$ cat src/rtl/core/icaf_pkg.sv
`timescale 1ns / 1ps
// icaf_pkg: shared types, widths, constants and the atan table for the imu attitude filter
// no dependencies; imported by every module of the block

package icaf_pkg;

    localparam int CAL_SAMPLES  = 20;
    localparam int CORDIC_STEPS = 16;

    localparam int RAW_W   = 16;
    localparam int SUM_W   = 21;
    localparam int OFS_W   = 22;
    localparam int CORR_W  = 23;
    localparam int ANG_W   = 24;
    localparam int STEP_W  = 28;
    localparam int OUT_W   = 32;
    localparam int DIVD_W  = 34;
    localparam int DIVR_W  = 24;
    localparam int CORD_W  = 41;
    localparam int CACC_W  = 25;
    localparam int ACC_W   = 52;
    localparam int TAB_IW  = 5;
    localparam int CAL_CW  = $clog2(CAL_SAMPLES + 1);
    localparam int DIV_CW  = $clog2(DIVD_W);

    localparam logic [16:0] UNITY      = 17'd65536;
    localparam logic [23:0] STEP_SCALE = 24'd131;
    localparam logic [23:0] CAL_DIV    = 24'(CAL_SAMPLES);
    localparam logic signed [ANG_W-1:0] RIGHT_ANGLE = 24'sd5898240;
    localparam logic signed [OFS_W-1:0] ONE_G_OFS   = 22'sd262144;
    localparam logic [15:0] ROUND_HALF = 16'd32768;

    localparam logic [1:0] REG_ACCEL_WEIGHT  = 2'd0;
    localparam logic [1:0] REG_YAW_GAIN      = 2'd1;
    localparam logic [1:0] REG_GYRO_STEP_DIV = 2'd2;

    localparam logic [16:0] RST_ACCEL_WEIGHT  = 17'd62259;
    localparam logic [16:0] RST_YAW_GAIN      = 17'd58982;
    localparam logic [15:0] RST_GYRO_STEP_DIV = 16'd7500;

    typedef struct packed {
        logic signed [RAW_W-1:0] accel_x;
        logic signed [RAW_W-1:0] accel_y;
        logic signed [RAW_W-1:0] accel_z;
        logic signed [RAW_W-1:0] gyro_x;
        logic signed [RAW_W-1:0] gyro_y;
        logic signed [RAW_W-1:0] gyro_z;
    } sample_t;

    typedef struct packed {
        logic signed [OUT_W-1:0] pitch_deg;
        logic signed [OUT_W-1:0] roll_deg;
        logic signed [OUT_W-1:0] yaw_deg;
    } angle_t;

    typedef enum logic [3:0] {
        ST_IDLE,
        ST_OFS,
        ST_OFS_WAIT,
        ST_STEP,
        ST_STEP_WAIT,
        ST_ATAN,
        ST_ATAN_WAIT,
        ST_MUL_A,
        ST_MUL_B,
        ST_YAW_MUL,
        ST_YAW_SUM,
        ST_DONE
    } icaf_state_t;

    // atan(2^-i) in degrees, q16
    function automatic logic signed [CACC_W-1:0] atan_tab(input logic [TAB_IW-1:0] i);
        logic signed [CACC_W-1:0] v;
        case (i)
            5'd0:    v = 25'sd2949120;
            5'd1:    v = 25'sd1740967;
            5'd2:    v = 25'sd919879;
            5'd3:    v = 25'sd466945;
            5'd4:    v = 25'sd234379;
            5'd5:    v = 25'sd117304;
            5'd6:    v = 25'sd58666;
            5'd7:    v = 25'sd29335;
            5'd8:    v = 25'sd14668;
            5'd9:    v = 25'sd7334;
            5'd10:   v = 25'sd3667;
            5'd11:   v = 25'sd1833;
            5'd12:   v = 25'sd917;
            5'd13:   v = 25'sd458;
            5'd14:   v = 25'sd229;
            5'd15:   v = 25'sd115;
            5'd16:   v = 25'sd57;
            5'd17:   v = 25'sd29;
            5'd18:   v = 25'sd14;
            5'd19:   v = 25'sd7;
            5'd20:   v = 25'sd4;
            5'd21:   v = 25'sd2;
            5'd22:   v = 25'sd1;
            default: v = 25'sd0;
        endcase
        return v;
    endfunction

endpackage

$ cat src/rtl/core/icaf_div.sv
`timescale 1ns / 1ps
// icaf_div: bit-serial restoring divider, rounds to nearest with ties away from zero
// depends on icaf_pkg

module icaf_div (
    input  logic                              clk,
    input  logic                              rst_n,
    input  logic                              start,
    input  logic [icaf_pkg::DIVD_W-1:0]       mag,
    input  logic                              neg,
    input  logic [icaf_pkg::DIVR_W-1:0]       divisor,
    output logic                              done,
    output logic signed [icaf_pkg::STEP_W-1:0] quot
);
    import icaf_pkg::*;

    logic                busy_reg;
    logic                done_reg;
    logic [DIV_CW-1:0]   cnt_reg;
    logic [DIVD_W-1:0]   num_reg;
    logic [DIVR_W-1:0]   rem_reg;
    logic [DIVR_W-1:0]   d_reg;
    logic                neg_reg;
    logic [DIVR_W:0]     shifted;
    logic                qbit;
    logic [DIVR_W-1:0]   rem_next;
    logic [STEP_W-1:0]   q;

    always_comb
    begin
        shifted  = {rem_reg, num_reg[DIVD_W-1]};
        qbit     = (shifted >= {1'b0, d_reg});
        rem_next = qbit ? DIVR_W'(shifted - {1'b0, d_reg}) : DIVR_W'(shifted);
        q        = num_reg[STEP_W-1:0];
        quot     = neg_reg ? -signed'(q) : signed'(q);
        done     = done_reg;
    end

    always_ff @(posedge clk or negedge rst_n)
    begin
        if (!rst_n)
        begin
            busy_reg <= 1'b0;
            done_reg <= 1'b0;
            cnt_reg  <= '0;
        end
        else if (start)
        begin
            busy_reg <= 1'b1;
            done_reg <= 1'b0;
            cnt_reg  <= '0;
        end
        else if (busy_reg)
        begin
            cnt_reg <= cnt_reg + 1'b1;
            if (cnt_reg == DIV_CW'(DIVD_W - 1))
            begin
                busy_reg <= 1'b0;
                done_reg <= 1'b1;
            end
        end
        else
        begin
            done_reg <= 1'b0;
        end
    end

    always_ff @(posedge clk)
    begin
        if (start)
        begin
            num_reg <= mag + DIVD_W'(divisor >> 1);
            d_reg   <= divisor;
            rem_reg <= '0;
            neg_reg <= neg;
        end
        else if (busy_reg)
        begin
            num_reg <= {num_reg[DIVD_W-2:0], qbit};
            rem_reg <= rem_next;
        end
    end

endmodule

$ cat config.mk
export PLATFORM = sky130hd
export DESIGN_NAME = icaf_div
export DESIGN_NICKNAME = d
export VERILOG_FILES = /design/src/rtl/core/icaf_pkg.sv /design/src/rtl/core/icaf_div.sv
export SDC_FILE = /design/constraint.sdc
export NUM_CORES = 1
export LEC_CHECK = 0
export BUFFER_PORTS_ARGS = -buffer_cell sky130_fd_sc_hd__buf_2
export CORE_ASPECT_RATIO = 0.75
export CORE_MARGIN = 5
export CORE_UTILIZATION = 45
export CTS_BUF_LIST = sky130_fd_sc_hd__clkbuf_4
export DETAILED_ROUTE_END_ITERATION = 6
export GPL_ROUTABILITY_DRIVEN = 1
export MAX_ROUTING_LAYER = met4
export SLEW_MARGIN = 20
export SYNTH_ARGS = -nofsm -noshare
export SYNTH_HDL_FRONTEND = slang
export SYNTH_SLANG_ARGS = --single-unit
$ cat constraint.sdc
create_clock -name clk -period 3.52 [get_ports clk]
set_input_delay 0.176 -clock clk [delete_from_list [all_inputs] [get_ports clk]]
set_output_delay 0.176 -clock clk [all_outputs]
set_load 0.02 [all_outputs]
# After elaboration in Yosys (flattened, before gate mapping)
# Index checks and enable logic that the tools add are counted.
dict set report word_totals {
  regBits 91
  latch_bits 0
  ramBits 0
  mem_bits_ro 0
  input_bits 62
  output_inout_bits 29
  word_cells 27
  n_memories 0
}
dict set report classes {
  n_addsub 4
  mul 0
  div 0
  n_lt_le_gt_ge 1
  n_eq_ne 2
  shifts 0
  mux 12
  bitwise 0
  n_reduce_logical 1
}
# cell n
set ops {}
lappend ops {{$mux W34} 2}
lappend ops {{$add A34 B23 Y34} 1}
lappend ops {{$mux W28} 1}
lappend ops {{$neg A28 Y28} 1}
lappend ops {{$ge A25 B24 Y1} 1}
lappend ops {{$mux W24} 1}
lappend ops {{$sub A24 B24 Y24} 1}
lappend ops {{$mux W6} 2}
lappend ops {{$add A6 B1 Y6 const B} 1}
lappend ops {{$eq A6 B6 Y1 const B} 1}
lappend ops {{$mux W1} 6}
lappend ops {{$ne A3 B2 Y1 const B} 1}
lappend ops {{$reduce_bool A2 Y1} 1}

# Logic depth before layout (Yosys ltp)
dict set report depth {
  ltp_word 4
  ltp_mapped 12
}

# Worst setup path after synthesis
# Ideal clock, no wire load.
dict set report synth_timing {
  path_kind {register to output}
  startpoint {register num_reg[7]}
  endpoint {output port quot[21] (netlist name)}
  arrival_ns 2.766
  t_required_ns 3.344
  setup_slack_ns 0.578
  stages_incl_launch_ff 8
  n_path_buf 0
  cell_sequence {edfxtp_1 -> or4_1 -> or2_4 -> or3_4 -> or4_4 -> or3_4 -> o31ai_4 -> xnor2_1}
}
dict set report synth_via {
  elab_chain_cells 2
}
# element line
set synth_lines {}
lappend synth_lines {{start, declared} icaf_div.sv:20} ;# logic [DIVD_W-1:0] num_reg;
lappend synth_lines {{start signal, assigned} icaf_div.sv:72} ;# num_reg <= mag + DIVD_W'(divisor >> 1);
lappend synth_lines {{start signal, assigned} icaf_div.sv:79} ;# num_reg <= {num_reg[DIVD_W-2:0], qbit};
lappend synth_lines {{$neg A28 Y28} icaf_div.sv:35} ;# quot = neg_reg ? -signed'(q) : signed'(q);
lappend synth_lines {{$mux W28} icaf_div.sv:35}
lappend synth_lines {{end, declared} icaf_div.sv:13} ;# output logic signed [icaf_pkg::STEP_W-1:0] quot
# No other way between the ends.

# Worst setup path in the final report
# Ends and elaborated chain as after synthesis.

==> flow_summary.toml <==
[setup_path]
crit_chain = "or4_4 -> or2_4 -> or3_4 -> or4_4 -> or3_4 -> o31ai_4 -> xnor2_1 -> buf_4"
worst-setup-path-type = "flip-flop to primary output"
cpMaxStageDelayCell = "or4_4"
cp-end-kind = "primary output"
crit_required_ps = 3340
r2r_start = "rem_reg[3]"
crit_path_max_incr_delay_ps = 530
crit_start = "num_reg[7]"
cp_max_fo = 3
start_kind = "flip-flop"
arrival_ps = 3400

[outcome]
outcome = "finished with violations"
violations = "setup timing"

[pwr]
combPwrFrac = 0.325
peakVddDrop_uv = 227
finalPower_mw = 2.95
internal_power_mw = 1.92
power_density_nw_per_um2 = 371
switching_share = 0.350
switchingPower_mw = 1.03
p_clk_frac = 0.206
pwr-share-seq = 0.469
p_leak_nw = 3.42

[layout]
final_util = 0.543
fin_area_sq_um = 7950
syn2layout_area_growth_pct = 16.8
finalNetCount = 974
fin_cells = 1065
most-common-layout-cells = "buf_2, nand2_1, edfxtp_1, xnor2_1, a21oi_1"
final_common_cell = "buf_2"
largest_reg_flops = 34
drive_above_1_share = 0.180
n_antenna_cell = 0

[place]
pre_cts_ws_ps = 338
port_buffers = 90
place_area_sq_um = 7480
gp_congestion = 0.895
placed_cells = 1018
post-dp-hpwl_mm = 13.5

[sta]
fin_crit_sh = 1.01
fmax_ghz = 0.280
setup-tns-final_ps = -75.5
setup_viol_count_final = 2
setup_ws_ps = -51.0
whs_ps = 42.1
max_slew_margin = 0.358
layout_min_cycle_time_ps = 3570
slew_viol_final = 0
rsz0062_at_grt = "true"
fin_skew_ps = 20.9
worstMarginPinSlew_ps = 963
hold_viol = 0

[logic_synthesis]
syn_avg_cell_area_sq_um = 9.15
yosysWarningCount = 0
synth_top_area_frac = 0.260
ys_types = 65
syn-num-nets = 858
yosysTopAreaCell = "edfxtp_1"
synth_ff_type = "edfxtp_1"
synthTopCellsByArea = "edfxtp_1, ha_1, xnor2_1, dfxtp_1, a21oi_1"
async_flop_share = 0.0879
syn-cell-area_sq_um = 6810
ys_seq_elements = 91
synth_cells = 744
synth_seq_area_share = 0.360
synth-edff-count = 59

[global_routing]
grtUsageTotal = 0.208
grt_pass1_wl_mm = 29.0
grt_pass1_vias = 5749
antenna_found_initial = 0
grt_max_degree = 43
overflow = 0

[detailed_routing]
first_pass_iters = 5
drt_iter0_markers = 456
vias = 6011
wl_per_cell_um = 16.7
route.detailed.drc = 0
postRouteAntennaNets = 0
wl_mm = 17.8
viasPerCell = 5.64

[min_path]
min_path_type = "input pin to asynchronous set/reset pin"

[floorplanning]
io_pins = 91
die_area_sq_um = 17700
die_w_um = 152
die_h_um = 117
initial_core_util = 0.465
std_cell_rows = 38
core_area_sq_um = 14600

[cts]
clockRootBuffer = "clkbuf_4"
htree_levels = 3
cts_sinks = 91
clk_path_buf_depth = 2
clkTransAtPathRegs_ps = 160
cts_buffers = 9
cts_tree = "built"
clock_latency_ps = 480

[job]
max_cap_viol_count = 0
-- final cells by class --
class                           instances  area [sq um]
Tap cell                              200           250
Timing Repair Buffer                  130           833
Clock inverter                          7          66.3
Fill cell                            1386          6690
Inverter                               53           199
Sequential cell                        91          2450
Multi-Input combinational cell        575          4080
Clock buffer                            9          67.6
-- power by group through the flow --
stage                     sequential [mW]  combinational (mW)  clock, mW
after floorplan                      1.37               0.646          0
after global placement               1.40               0.894          0
after detailed placement             1.41               0.901          0
after CTS                            1.39               0.948      0.630
after global routing                 1.40                1.06      0.682
final                                1.38               0.960      0.609
-- path summary, 6_finish.rpt --
path                               end  slack, ps  cells past startpoint
max                           quot[21]        -50                      8
min                         cnt_reg[1]         40                      2
max reg2reg                 rem_reg[0]        550                      9
min reg2reg                rem_reg[12]        500                      2
max in group asynchronous   cnt_reg[3]       3300                      2
min in group clk           num_reg[32]        110                      3
-- cells by family after synthesis --
| logic type | share of synthesized area |
|---|---|
| adder cells (fa/ha/maj) | 0.0978 |
| XOR/XNOR | 0.0952 |
| flip-flops | 0.360 |
| multiplexers | 0.0474 |
| AO/OA/AOI/OAI | 0.204 |
| buffers and inverters | 0.0438 |
| AND/OR/NAND/NOR | 0.151 |
-- metal layers --
| layer | global-route usage | share of wire | vias up |
|---|---|---|---|
| li1 | - | - | 2960 |
| met1 | 0.289 | 0.50 | 2844 |
| met2 | 0.315 | 0.43 | 195 |
| met3 | 0.0504 | 0.059 | 12 |
| met4 | 0.0335 | 0.0086 | 0 |
| met5 | - | 0 | - |
-- cells in the mapped netlist, types with 9 or more instances --
library cell,n
a21o_1,23
inv_1,53
mux2_2,18
xor2_1,16
o21ai_0,35
or3_1,10
nor3_1,17
a31oi_1,13
nand2_1,60
a21oi_1,56
o21bai_1,9
nand3_1,18
edfxtp_1,59
clkbuf_1,19
and3_1,10
a211oi_1,19
mux2i_1,12
nor2_1,52
dfxtp_1,24
xnor2_1,58
ha_1,50
-- what timing repair did --
item / 4_1_cts / 5_1_grt
pin swaps: 1 / 1
resized for setup: 9 / 2
endpoints found under the hold margin: 33 / 0
setup endpoints to repair: 5 / 10
buffers inserted: 3 / 2
hold buffers: 26 / 0
-- critical path: cells and delay by family (launching register included) --
family / cells / cell delay, ps
flip-flops: 1 / 450
AND/OR/NAND/NOR: 5 / 1970
buffers and inverters: 1 / 170
XOR/XNOR: 1 / 150
AO/OA/AOI/OAI: 1 / 180
No activity file was read; power rests on OpenSTA's default activity.
